### src/positional_array_list_macros.svh
// ----------------------------------------------------------------------------
// positional_array_list_macros.svh
// Assertion helpers used by the top level of the list RTL.
// ----------------------------------------------------------------------------
`ifndef POSITIONAL_ARRAY_LIST_MACROS_SVH
`define POSITIONAL_ARRAY_LIST_MACROS_SVH

// same-cycle implication, disabled during reset
`define PLST_ASSERT_NOW(label, clk, rst, ante, cons, msg) \
   label: assert property (@(posedge clk) disable iff (rst) (ante) |-> (cons)) \
      else $error(msg);

// next-cycle implication, disabled during reset
`define PLST_ASSERT_NEXT(label, clk, rst, ante, cons, msg) \
   label: assert property (@(posedge clk) disable iff (rst) (ante) |=> (cons)) \
      else $error(msg);

`endif

### src/plst_pkg.sv
// ----------------------------------------------------------------------------
// plst_pkg
// Operation and status codes and the control structs of the list block.
// ----------------------------------------------------------------------------
`default_nettype none

package plst_pkg;

   localparam logic [1:0] OP_READ   = 2'd0;
   localparam logic [1:0] OP_INSERT = 2'd1;
   localparam logic [1:0] OP_DELETE = 2'd2;

   localparam logic [1:0] STAT_OK     = 2'd0;
   localparam logic [1:0] STAT_FULL   = 2'd1;
   localparam logic [1:0] STAT_EMPTY  = 2'd2;
   localparam logic [1:0] STAT_BADPOS = 2'd3;

   typedef struct packed {
      logic wr_en;
      logic rd_en;
   } mem_ctl_type;

   typedef struct packed {
      logic       valid;
      logic [1:0] status;
      logic       rd_ok;
   } done_type;

endpackage

`default_nettype wire

### src/plst_mem.sv
// ----------------------------------------------------------------------------
// plst_mem
// Entry store: one write port, one read port, read data registered.
// ----------------------------------------------------------------------------
`default_nettype none

module plst_mem #(
   parameter int DEPTH = 64,
   parameter int WIDTH = 32
) (
   input  wire logic                       clock,
   input  wire plst_pkg::mem_ctl_type      mem_ctl,
   input  wire logic [$clog2(DEPTH)-1:0]   wr_addr,
   input  wire logic [WIDTH-1:0]           wr_data,
   input  wire logic [$clog2(DEPTH)-1:0]   rd_addr,
   output logic      [WIDTH-1:0]           rd_data
);
   import plst_pkg::*;

   logic [WIDTH-1:0] mem [DEPTH];
   logic [WIDTH-1:0] rd_data_ff;

   always_ff @(posedge clock) begin
      if (mem_ctl.wr_en) begin
         mem[wr_addr] <= wr_data;
      end
   end

   always_ff @(posedge clock) begin
      if (mem_ctl.rd_en) begin
         rd_data_ff <= mem[rd_addr];
      end
   end

   assign rd_data = rd_data_ff;

endmodule

`default_nettype wire

### src/plst_ctrl.sv
// ----------------------------------------------------------------------------
// plst_ctrl
// Operation sequencer: checks, then reads an entry or moves entries through
// the store one per cycle (read a slot, write it to its neighbor next cycle).
// ----------------------------------------------------------------------------
`default_nettype none

module plst_ctrl #(
   parameter int CAPACITY   = 64,
   parameter int ENTRY_BITS = 32
) (
   input  wire logic                          clock,
   input  wire logic                          reset,
   input  wire logic                          start,
   output logic                               busy,
   input  wire logic [1:0]                    req_op,
   input  wire logic [6:0]                    req_position,
   input  wire logic [31:0]                   req_entry_in,
   output plst_pkg::mem_ctl_type              mem_ctl,
   output logic      [$clog2(CAPACITY)-1:0]   wr_addr,
   output logic      [ENTRY_BITS-1:0]         wr_data,
   output logic      [$clog2(CAPACITY)-1:0]   rd_addr,
   input  wire logic [ENTRY_BITS-1:0]         rd_data,
   output plst_pkg::done_type                 done,
   output logic      [$clog2(CAPACITY+1)-1:0] count_next
);
   import plst_pkg::*;

   localparam int AW = $clog2(CAPACITY);
   localparam int CW = $clog2(CAPACITY + 1);
   localparam int PW = ((CW > 7) ? CW : 7) + 1;

   localparam logic [2:0] S_IDLE   = 3'd0;
   localparam logic [2:0] S_DECIDE = 3'd1;
   localparam logic [2:0] S_RDWAIT = 3'd2;
   localparam logic [2:0] S_SHUP   = 3'd3;
   localparam logic [2:0] S_WRNEW  = 3'd4;
   localparam logic [2:0] S_SHDN   = 3'd5;

   logic [2:0]            state_ff, state_in;
   logic [CW-1:0]         count_ff, count_in;
   logic [1:0]            op_ff, op_in;
   logic [6:0]            pos_ff, pos_in;
   logic [ENTRY_BITS-1:0] val_ff, val_in;
   logic [AW-1:0]         dst_ff, dst_in;

   logic [PW-1:0] pos_x, cnt_x, pos_m1;
   logic          lst_empty, lst_full, rd_bad, ins_bad;

   assign pos_x     = PW'(pos_ff);
   assign cnt_x     = PW'(count_ff);
   assign pos_m1    = pos_x - PW'(1);
   assign lst_empty = (count_ff == '0);
   assign lst_full  = (cnt_x == PW'(CAPACITY));
   assign rd_bad    = (pos_x == '0) || (pos_x > cnt_x);
   assign ins_bad   = (pos_x == '0) || (pos_x > cnt_x + PW'(1));

   assign busy       = (state_ff != S_IDLE);
   assign count_next = count_in;

   always_comb begin
      state_in = state_ff;
      count_in = count_ff;
      op_in    = op_ff;
      pos_in   = pos_ff;
      val_in   = val_ff;
      dst_in   = dst_ff;
      mem_ctl  = '0;
      wr_addr  = dst_ff;
      wr_data  = rd_data;
      rd_addr  = '0;
      done     = '0;

      case (state_ff)
         S_IDLE: begin
            if (start) begin
               op_in    = req_op;
               pos_in   = req_position;
               val_in   = ENTRY_BITS'(req_entry_in);
               state_in = S_DECIDE;
            end
         end
         S_DECIDE: begin
            case (op_ff)
               OP_READ: begin
                  if (lst_empty) begin
                     done     = '{valid: 1'b1, status: STAT_EMPTY, rd_ok: 1'b0};
                     state_in = S_IDLE;
                  end else if (rd_bad) begin
                     done     = '{valid: 1'b1, status: STAT_BADPOS, rd_ok: 1'b0};
                     state_in = S_IDLE;
                  end else begin
                     mem_ctl.rd_en = 1'b1;
                     rd_addr       = pos_m1[AW-1:0];
                     state_in      = S_RDWAIT;
                  end
               end
               OP_INSERT: begin
                  if (lst_full) begin
                     done     = '{valid: 1'b1, status: STAT_FULL, rd_ok: 1'b0};
                     state_in = S_IDLE;
                  end else if (ins_bad) begin
                     done     = '{valid: 1'b1, status: STAT_BADPOS, rd_ok: 1'b0};
                     state_in = S_IDLE;
                  end else if (pos_x == cnt_x + PW'(1)) begin
                     // append: nothing to move
                     state_in = S_WRNEW;
                  end else begin
                     // top entry moves first
                     mem_ctl.rd_en = 1'b1;
                     rd_addr       = count_ff[AW-1:0] - AW'(1);
                     dst_in        = count_ff[AW-1:0];
                     state_in      = S_SHUP;
                  end
               end
               OP_DELETE: begin
                  if (lst_empty) begin
                     done     = '{valid: 1'b1, status: STAT_EMPTY, rd_ok: 1'b0};
                     state_in = S_IDLE;
                  end else if (rd_bad) begin
                     done     = '{valid: 1'b1, status: STAT_BADPOS, rd_ok: 1'b0};
                     state_in = S_IDLE;
                  end else if (pos_x == cnt_x) begin
                     // last entry: just drop it
                     count_in = count_ff - CW'(1);
                     done     = '{valid: 1'b1, status: STAT_OK, rd_ok: 1'b0};
                     state_in = S_IDLE;
                  end else begin
                     mem_ctl.rd_en = 1'b1;
                     rd_addr       = pos_x[AW-1:0];
                     dst_in        = pos_m1[AW-1:0];
                     state_in      = S_SHDN;
                  end
               end
               default: begin
                  done     = '{valid: 1'b1, status: STAT_BADPOS, rd_ok: 1'b0};
                  state_in = S_IDLE;
               end
            endcase
         end
         S_RDWAIT: begin
            done     = '{valid: 1'b1, status: STAT_OK, rd_ok: 1'b1};
            state_in = S_IDLE;
         end
         S_SHUP: begin
            mem_ctl.wr_en = 1'b1;
            wr_addr       = dst_ff;
            wr_data       = rd_data;
            if (PW'(dst_ff) == pos_x) begin
               state_in = S_WRNEW;
            end else begin
               // read two below while writing: never the slot just written
               mem_ctl.rd_en = 1'b1;
               rd_addr       = (dst_ff - AW'(1)) - AW'(1);
               dst_in        = dst_ff - AW'(1);
            end
         end
         S_WRNEW: begin
            mem_ctl.wr_en = 1'b1;
            wr_addr       = pos_m1[AW-1:0];
            wr_data       = val_ff;
            count_in      = count_ff + CW'(1);
            done          = '{valid: 1'b1, status: STAT_OK, rd_ok: 1'b0};
            state_in      = S_IDLE;
         end
         S_SHDN: begin
            mem_ctl.wr_en = 1'b1;
            wr_addr       = dst_ff;
            wr_data       = rd_data;
            if (PW'(dst_ff) + PW'(2) == cnt_x) begin
               count_in = count_ff - CW'(1);
               done     = '{valid: 1'b1, status: STAT_OK, rd_ok: 1'b0};
               state_in = S_IDLE;
            end else begin
               mem_ctl.rd_en = 1'b1;
               rd_addr       = (dst_ff + AW'(1)) + AW'(1);
               dst_in        = dst_ff + AW'(1);
            end
         end
         default: begin
            state_in = S_IDLE;
         end
      endcase
   end

   always_ff @(posedge clock) begin
      if (reset) begin
         state_ff <= S_IDLE;
         count_ff <= '0;
      end else begin
         state_ff <= state_in;
         count_ff <= count_in;
      end
   end

   always_ff @(posedge clock) begin
      op_ff  <= op_in;
      pos_ff <= pos_in;
      val_ff <= val_in;
      dst_ff <= dst_in;
   end

endmodule

`default_nettype wire

### src/positional_array_list.sv
// ----------------------------------------------------------------------------
// positional_array_list
// Bounded list of entries addressed by 1-based position: read, insert, delete.
// ----------------------------------------------------------------------------
// An operation is taken when start is high and busy is low; exactly one
// result follows, shown for one cycle with rsp_valid, and the receiver has
// no way to hold it off. busy drops in the cycle the result is shown, so the
// next operation may be started then. Entries sit in a single memory with
// one read and one write port; inserts and deletes move one entry per cycle
// through it. No clearing pass is needed after reset.
// ----------------------------------------------------------------------------
`default_nettype none

module positional_array_list #(
   parameter int CAPACITY   = 64,
   parameter int ENTRY_BITS = 32
) (
   input  wire logic        clock,
   input  wire logic        reset,
   input  wire logic        start,
   output logic             busy,
   input  wire logic [1:0]  req_op,
   input  wire logic [6:0]  req_position,
   input  wire logic [31:0] req_entry_in,
   output logic             rsp_valid,
   output logic      [1:0]  rsp_status,
   output logic      [31:0] rsp_entry_out,
   output logic      [6:0]  rsp_length,
   output logic             rsp_is_empty,
   output logic             rsp_is_full
);
   import plst_pkg::*;

`include "positional_array_list_macros.svh"

   localparam int AW = $clog2(CAPACITY);
   localparam int CW = $clog2(CAPACITY + 1);

   mem_ctl_type           mem_ctl;
   logic [AW-1:0]         wr_addr, rd_addr;
   logic [ENTRY_BITS-1:0] wr_data, rd_data;
   done_type              done;
   logic [CW-1:0]         count_next;

   logic        rsp_valid_ff;
   logic [1:0]  rsp_status_ff;
   logic [31:0] rsp_entry_out_ff;
   logic [6:0]  rsp_length_ff;
   logic        rsp_is_empty_ff, rsp_is_full_ff;

   plst_ctrl #(
      .CAPACITY   (CAPACITY),
      .ENTRY_BITS (ENTRY_BITS)
   ) u_ctrl (
      .clock        (clock),
      .reset        (reset),
      .start        (start),
      .busy         (busy),
      .req_op       (req_op),
      .req_position (req_position),
      .req_entry_in (req_entry_in),
      .mem_ctl      (mem_ctl),
      .wr_addr      (wr_addr),
      .wr_data      (wr_data),
      .rd_addr      (rd_addr),
      .rd_data      (rd_data),
      .done         (done),
      .count_next   (count_next)
   );

   plst_mem #(
      .DEPTH (CAPACITY),
      .WIDTH (ENTRY_BITS)
   ) u_mem (
      .clock   (clock),
      .mem_ctl (mem_ctl),
      .wr_addr (wr_addr),
      .wr_data (wr_data),
      .rd_addr (rd_addr),
      .rd_data (rd_data)
   );

   // result register
   always_ff @(posedge clock) begin
      if (reset) begin
         rsp_valid_ff <= 1'b0;
      end else begin
         rsp_valid_ff <= done.valid;
      end
   end

   always_ff @(posedge clock) begin
      if (done.valid) begin
         rsp_status_ff    <= done.status;
         rsp_entry_out_ff <= done.rd_ok ? 32'(rd_data) : '0;
         rsp_length_ff    <= 7'(count_next);
         rsp_is_empty_ff  <= (count_next == '0);
         rsp_is_full_ff   <= (count_next == CW'(CAPACITY));
      end
   end

   assign rsp_valid     = rsp_valid_ff;
   assign rsp_status    = rsp_status_ff;
   assign rsp_entry_out = rsp_entry_out_ff;
   assign rsp_length    = rsp_length_ff;
   assign rsp_is_empty  = rsp_is_empty_ff;
   assign rsp_is_full   = rsp_is_full_ff;

   `PLST_ASSERT_NEXT(a_start_busy, clock, reset, start && !busy, busy, "busy missing after start")
   `PLST_ASSERT_NOW(a_rsp_idle, clock, reset, rsp_valid, !busy, "result while still busy")
   `PLST_ASSERT_NOW(a_rsp_after_work, clock, reset, rsp_valid, $past(busy), "result without work")
   `PLST_ASSERT_NOW(a_flags_excl, clock, reset, rsp_valid, !(rsp_is_empty && rsp_is_full), "empty and full")
   `PLST_ASSERT_NOW(a_mem_ports, clock, reset, mem_ctl.wr_en && mem_ctl.rd_en, wr_addr != rd_addr, "read and write same slot")

endmodule

`default_nettype wire

### config.mk
export PLATFORM = sky130hd
export DESIGN_NAME = positional_array_list
export DESIGN_NICKNAME = d
export VERILOG_FILES = /design/src/plst_pkg.sv /design/src/plst_mem.sv /design/src/plst_ctrl.sv /design/src/positional_array_list.sv
export VERILOG_INCLUDE_DIRS = /design/src /design/src/src
export SDC_FILE = /design/constraint.sdc
export NUM_CORES = 2
export LEC_CHECK = 0
export ABC_AREA = 0
export BUFFER_PORTS_ARGS = -buffer_cell sky130_fd_sc_hd__buf_2
export CAP_MARGIN = 20
export CORE_UTILIZATION = 50
export DETAILED_ROUTE_END_ITERATION = 6
export PLACE_DENSITY_LB_ADDON = 0.12
export SETUP_SLACK_MARGIN = 0.05
export SKIP_CTS_REPAIR_TIMING = 1
export SYNTH_ARGS = -nofsm -noshare
export SYNTH_HDL_FRONTEND = slang
export SYNTH_SLANG_ARGS = --single-unit
### constraint.sdc
create_clock -name clock -period 6.85 [get_ports clock]
set_input_delay 0.685 -clock clock [delete_from_list [all_inputs] [get_ports clock]]
set_output_delay 0.685 -clock clock [all_outputs]
set_load 0.01 [all_outputs]
; ---- Yosys cells after proc, flatten, opt, wreduce, memory -nomap -nowiden
; Memory sizes are Yosys's and may differ from the RTL's. A register that Yosys moved wholly into a read port is not among the register bits.
; Cells that the tools add are included.
[op_classes]
n_addsub = 10
mul = 0
div = 0
magnitude_cmp = 2
eq_ne = 25
n_shift = 0
mux = 68
bitwise = 0
n_reduce_logical = 13
[op_table]
columns = operator, count
row1 = $mux W6, 19
row2 = $pmux W6 S3, 3
row3 = $mux W7, 5
row4 = $mux W32, 1
row5 = $mux W4, 8
row6 = $mux W3, 10
row7 = $sub A6 B1 Y6 const B, 4
row8 = $ne A3 B3 Y1 const B, 7
row9 = $pmux W7 S3, 1
row10 = $pmux W4 S4, 1
row11 = $eq A7 B7 Y1 const B, 2
row12 = $logic_not A7 Y1, 2
row13 = $mux W1, 13
row14 = $add A6 B1 Y6 const B, 2
row15 = $pmux W3 S4, 1
row16 = $pmux W4 S3, 1
row17 = $pmux W6 S2, 1
row18 = $reduce_and A10 Y1, 1
row19 = $pmux W3 S3, 1
row20 = $add A7 B1 Y8 const B, 1
row21 = $eq A7 B8 Y1, 1
row22 = $eq A8 B7 Y1, 1
row23 = $gt A7 B8 Y1, 1
row24 = $logic_not A8 Y1, 1
row25 = 22 further kinds, 30
[totals]
register_bits = 101
latch_bits = 0
ram_bits = 2048
rom_bits = 0
inputBits = 44
out_inout_bits = 45
n_memories = 1
[memory_table]
columns = memory, depth, word_bits, rd, rd_clocked_by_memory_dff, write_ports, line
row1 = u_mem.mem, 64, 32, 1, 1, 1, plst_mem.sv:20  ; logic [WIDTH-1:0] mem [DEPTH];

; ---- Logic depth before layout (Yosys ltp)
[logic_depth]
depth_word = 7
ltp_mapped = 20
depth_no_buf = 16

; ---- By module
; From an unflattened synthesis, not the netlist that was laid out.
[hier_totals]
cells_unflattened = 3929
area_unflattened_um2 = 84843.9
[modules_own_cells]
columns = module, instances, cells_each, area_each_um2, seq_area_each_um2
row1 = plst_mem, 1, 3325, 78883.2, 62459.9
row2 = plst_ctrl, 1, 521, 4399.2, 1611.5
row3 = positional_array_list, 1, 83, 1561.5, 1311.3

; ---- Worst setup path after synthesis
; Ideal clock, no wire load.
[synth_timing]
path_type = register to register
startpoint = reg u_ctrl.pos_ff[0]
endpoint = reg u_mem.rd_data_ff[0] (netlist: u_mem.rd_data[0]) (read register of u_mem.mem) (enable)
setup_time_ps = 533
arrival_ps = 5558
slack_ps = 759
stages_incl_launch_ff = 9
path_buffers = 1
cell_sequence = edfxtp_1 > clkbuf_1 > inv_1 > ha_1 > nand4b_1 > nor2_1 > o211a_1 > nand2_1 > o311ai_0
[synth_lines]
columns = item, line
row1 = "start, declared", plst_ctrl.sv:43  ; logic [6:0] pos_ff, pos_in;
row2 = "start signal, assigned", plst_ctrl.sv:198  ; pos_ff <= pos_in;
row3 = "end, declared", plst_mem.sv:21  ; logic [WIDTH-1:0] rd_data_ff;

; ---- Worst setup path in the final report
[layout_timing]
startpoint = reg u_ctrl.count_ff[4]
endpoint = reg u_mem.rd_data_ff[9] (netlist: u_mem.rd_data[9]) (read register of u_mem.mem), data pin
[layout_between]
elab_chain_cells = 7
elab_cells_between_ends = 33
[layout_rtl]
columns = item, line
row1 = "start, declared", plst_ctrl.sv:41  ; logic [CW-1:0] count_ff, count_in;
row2 = "start signal, assigned", plst_ctrl.sv:192  ; count_ff <= count_in;
row3 = $add A7 B1 Y8, "plst_ctrl.sv:56, plst_ctrl.sv:105"
row4 = $gt A7 B8 Y1 or $eq A7 B8 Y1 (tied branches), "plst_ctrl.sv:56, plst_ctrl.sv:105"
row5 = "$logic_or A1 B1 Y1, or another cell as far along", plst_ctrl.sv:56  ; assign ins_bad = (pos_x == '0) || (pos_x > cnt_x + PW'(1));
row6 = $mux W6 or $mux W1 (tied branches), plst_ctrl.sv:102  ; end else if (ins_bad) begin
row7 = $mux W6 or $mux W1 (tied branches), plst_ctrl.sv:99  ; if (lst_full) begin
row8 = $pmux W6 S3 or $pmux W1 S3 (tied branches), plst_ctrl.sv:84  ; case (op_ff)
row9 = $pmux W6 S3 or $pmux W1 S3 (tied branches), plst_ctrl.sv:74  ; case (state_ff)
; Parallel ways exist; a longest one is shown, timed or not.
; A chain may end at the register's enable or synchronous reset.

==> impl_metrics.env <==
export IMPL_cp_data_required_time_ps=7540
export IMPL_die_h_um=417
export IMPL_maxCapViolations=0
export IMPL_synth_cells=6093
export IMPL_cts_root_to_sink_buffers=3
export IMPL_finalSetupViolations=0
export IMPL_yosysWarningCount=0
export IMPL_finalCoreUtilization_pct=57.4
export IMPL_ys_top_cells_by_area="sky130_fd_sc_hd__edfxtp_1 76%, sky130_fd_sc_hd__nand2_1 7.3%, sky130_fd_sc_hd__nand3_1 3.1%, sky130_fd_sc_hd__mux2i_1 3.0%, sky130_fd_sc_hd__a32oi_1 2.6%"
export IMPL_critical_path_peak_fanout=19
export IMPL_boundaryPins=89
export IMPL_maxClockFrequency_mhz=166
export IMPL_tritoncts="done"
export IMPL_reg2reg_slack_ps=810
export IMPL_vias=53535
export IMPL_synth_area_sq_um=86100
export IMPL_clock_skew_final_ps=37.3
export IMPL_initial_utilization_pct=50.6
export IMPL_irDropWorstVdd_mv=0.203
export IMPL_floorplan_rows=151
export IMPL_fin_hold_ws_ps=20.0
export IMPL_hold_path_class="input pin to flip-flop"
export IMPL_layout_cells_most_common="sky130_fd_sc_hd__edfxtp_1"
export IMPL_drive_gt1_share_pct=11.5
export IMPL_synth_edff_count=2170
export IMPL_power_internal_w=0.0210
export IMPL_grt_setup_unrepaired="false"
export IMPL_p_leak_nw=33.8
export IMPL_drt_pre_antenna_iters=6
export IMPL_routed_wirelength_um=254000
export IMPL_timing_critical_path_from_type="flip-flop"
export IMPL_synth_top_area_share_pct=75.7
export IMPL_clock_insertion_delay_worst_skew_ps=870
export IMPL_synth_ff_type="sky130_fd_sc_hd__edfxtp_1"
export IMPL_min_delay_endpoint="u_ctrl.val_ff[9]$_DFFE_PP_"
export IMPL_overflow=0
export IMPL_via_per_inst=6.10
export IMPL_cts_buffers=218
export IMPL_library_cell_with_the_largest_summed_area_after_synthesis="sky130_fd_sc_hd__edfxtp_1"
export IMPL_grt_first_pass_wirelength_um=363000
export IMPL_timing_worst_slew_pin_value_ps=1170
export IMPL_timing_hold_worst_path_depth=1
export IMPL_fin_setup_tns_ps=0
export IMPL_power_clock_fraction_pct=41.9
export IMPL_die_width_um=417
export IMPL_number_of_h_tree_levels=4
export IMPL_netSwitchingPower_w=0.00559
export IMPL_clk_pin_slew_ps=60
export IMPL_drt_drc_violations_left=0
export IMPL_floorplan_die_area_sq_um=174000
export IMPL_core_area_sq_um=170000
export IMPL_grt_max_degree=83
export IMPL_timing_rr_start="u_ctrl.count_ff[4]$_SDFF_PP0_"
export IMPL_finalHoldViolCount=0
export IMPL_timing_hold_worst_start="req_entry_in[9]"
export IMPL_grt_total_usage_pct=29.0
export IMPL_worstRegToRegCells=15
export IMPL_vias_in_the_first_global_route=50172
export IMPL_most_used_cells_in_the_layout_excluding_fill_and_tap_cells="2170 x sky130_fd_sc_hd__edfxtp_1, 1649 x sky130_fd_sc_hd__nand2_1, 529 x sky130_fd_sc_hd__nand3_1"
export IMPL_layout_worst_path_cycle_share_pct=88.2
export IMPL_post_synth_num_cell_types=70
export IMPL_p_per_area_nw_per_um2=272
export IMPL_drtIter0Drc=6852
export IMPL_route_antenna_remaining_nets=0
export IMPL_crit_path_end_kind="flip-flop"
export IMPL_power_switching_share_pct=21.0
export IMPL_synth_nets=6167
export IMPL_async_reset_ff_share_pct=0
export IMPL_final_fill_count=13357
export IMPL_crit_reg2reg_capture="u_mem.rd_data[9]$_DFFE_PP_"
export IMPL_grt_antenna_before_repair=11
export IMPL_share_seq_of_total_power_pct=55.1
export IMPL_timing_critical_path_arrival_ps=6730
export IMPL_outcome="completed"
export IMPL_combinationalPowerShare_pct=3.0
export IMPL_wire_per_inst_um=29.0
export IMPL_numClockSinks=2181
export IMPL_avgSynthCellArea_sq_um=14.1
export IMPL_buffer_ports_inserted=88
export IMPL_finalWeightedCongestion=0.907
export IMPL_synth_yosys_seq_area_share_pct=76.0
export IMPL_timing_worst_setup_path_type="flip-flop to flip-flop"
export IMPL_layout_net_count=6368
export IMPL_hpwl_um=146000
export IMPL_layout_min_cycle_time_ps=6040
export IMPL_ys_ff_latch=2181
export IMPL_root_buf_cell="sky130_fd_sc_hd__clkbuf_16"
export IMPL_area_grow_syn2layout_pct=13.5
export IMPL_max_slew_margin_rel_pct=22.1
export IMPL_timing_final_max_slew_violations=0
[how the worst max path moves through the flow]
stage                                        startpoint                         end  slack, ps  depth (start not counted)
after detailed placement  u_ctrl.count_ff[4]$_SDFF_PP0_  u_mem.rd_data[9]$_DFFE_PP_       1090                         18
after global routing      u_ctrl.count_ff[4]$_SDFF_PP0_  u_mem.rd_data[9]$_DFFE_PP_        610                         18
after floorplan              u_ctrl.pos_ff[0]$_DFFE_PP_  u_mem.rd_data[0]$_DFFE_PP_        760                          8
after CTS                 u_ctrl.count_ff[4]$_SDFF_PP0_  u_mem.rd_data[9]$_DFFE_PP_       1030                         18
after global placement    u_ctrl.count_ff[4]$_SDFF_PP0_  u_mem.rd_data[9]$_DFFE_PP_       1090                         18
final                     u_ctrl.count_ff[4]$_SDFF_PP0_  u_mem.rd_data[9]$_DFFE_PP_        810                         15
[final cells by class]
cell class | instances | area [sq um] | area share (%)
Clock buffer | 287 | 5770 | 5.90
Tap cell | 2295 | 2870 | 2.94
Clock inverter | 108 | 769 | 0.788
Timing Repair Buffer | 363 | 3370 | 3.45
Inverter | 24 | 90.1 | 0.0922
Antenna cell | 7 | 17.5 | 0.0179
Multi-Input combinational cell | 3506 | 19400 | 19.9
Sequential cell | 2181 | 65400 | 66.9
[cells by family (layout without fill, tap and decap cells)]
| kind of cell | after synthesis | count (layout) | synth area share, % |
|---|---|---|---|
| AO/OA/AOI/OAI | 642 | 642 | 5.50 |
| XOR/XNOR | 33 | 33 | 0.345 |
| adder cells (fa/ha/maj) | 31 | 31 | 0.448 |
| buffers and inverters | 406 | 782 | 2.26 |
| flip-flops | 2181 | 2181 | 76.0 |
| multiplexers | 259 | 259 | 3.01 |
| other | 0 | 7 | 0 |
| AND/OR/NAND/NOR | 2541 | 2541 | 12.5 |
[metrics by stage]
| step | cells | power [W] | worst slack [ps] | instance area (sq um) |
|---|---|---|---|---|
| after CTS | 8735 | 0.0267 | 1030 | 97300 |
| after detailed placement | 8340 | 0.0157 | 1090 | 90700 |
| after floorplan | 6093 | 0.0153 | 759 | 86100 |
| after global routing | 8766 | 0.0272 | 611 | 97600 |
| final | 8771 | 0.0266 | 810 | 97700 |
| after global placement | 8334 | 0.0157 | 1090 | 90600 |
[sequential cells by signal, indices dropped and copies added, names as in the netlist]
register         cells
rsp_is_empty         1
rsp_valid            1
u_ctrl.pos_ff        7
rsp_status           2
rsp_entry_out       32
u_ctrl.val_ff       32
u_mem.rd_data       32
u_ctrl.dst_ff        6
rsp_length           7
u_ctrl.state_ff      3
u_ctrl.count_ff      7
u_ctrl.op_ff         2
rsp_is_full          1
u_mem.mem         2048
[layer usage]
metal  vias up  global-route usage, %  share of wire (%)
met3       383                   4.27                8.2
met1     27359                   41.1                 41
met5         -                      0             0.0035
met2      2456                   46.1                 47
met4         2                   9.77                3.3
li1      23335                      -                  -
[Yosys cell counts (13+ instances only)]
| cell type | number |
|---|---|
| sky130_fd_sc_hd__a21o_1 | 13 |
| sky130_fd_sc_hd__a32oi_1 | 257 |
| sky130_fd_sc_hd__nand3_1 | 530 |
| sky130_fd_sc_hd__a31oi_1 | 260 |
| sky130_fd_sc_hd__o21ai_0 | 20 |
| sky130_fd_sc_hd__and3_1 | 41 |
| sky130_fd_sc_hd__or4_1 | 64 |
| sky130_fd_sc_hd__nand2_1 | 1683 |
| sky130_fd_sc_hd__clkbuf_1 | 171 |
| sky130_fd_sc_hd__buf_6 | 19 |
| sky130_fd_sc_hd__nor2_1 | 158 |
| sky130_fd_sc_hd__inv_1 | 23 |
| sky130_fd_sc_hd__buf_1 | 24 |
| sky130_fd_sc_hd__ha_1 | 30 |
| sky130_fd_sc_hd__xnor2_1 | 23 |
| sky130_fd_sc_hd__buf_4 | 25 |
| sky130_fd_sc_hd__mux2i_1 | 259 |
| sky130_fd_sc_hd__a21oi_1 | 28 |
| sky130_fd_sc_hd__o22ai_1 | 13 |
| sky130_fd_sc_hd__buf_2 | 140 |
| sky130_fd_sc_hd__edfxtp_1 | 2170 |
[worst max-delay path, stage by stage (launching register included)]
cell and delay (ps):
sky130_fd_sc_hd__dfxtp_1 610, sky130_fd_sc_hd__clkinv_1 320, sky130_fd_sc_hd__nor3_1 290, sky130_fd_sc_hd__xnor2_1 180
sky130_fd_sc_hd__ha_1 280, sky130_fd_sc_hd__and3_1 180, sky130_fd_sc_hd__o211ai_1 120, sky130_fd_sc_hd__nand4_1 190
sky130_fd_sc_hd__nor3_2 400, sky130_fd_sc_hd__a22oi_1 160, sky130_fd_sc_hd__o22ai_1 770, sky130_fd_sc_hd__nand2b_2 820
sky130_fd_sc_hd__buf_4 400, sky130_fd_sc_hd__a31oi_1 160, sky130_fd_sc_hd__or4_1 750, sky130_fd_sc_hd__nor2_1 210
[power by group through the flow]
| stage | registers (W) | clock network, W | logic, W |
|---|---|---|---|
| after floorplan | 0.0149 | 0 | 0.000445 |
| after global placement | 0.0149 | 0 | 0.000772 |
| after detailed placement | 0.0149 | 0 | 0.000779 |
| after CTS | 0.0146 | 0.0113 | 0.000782 |
| after global routing | 0.0146 | 0.0117 | 0.000860 |
| final | 0.0146 | 0.0111 | 0.000808 |
Power figures use the tool's default switching activity.
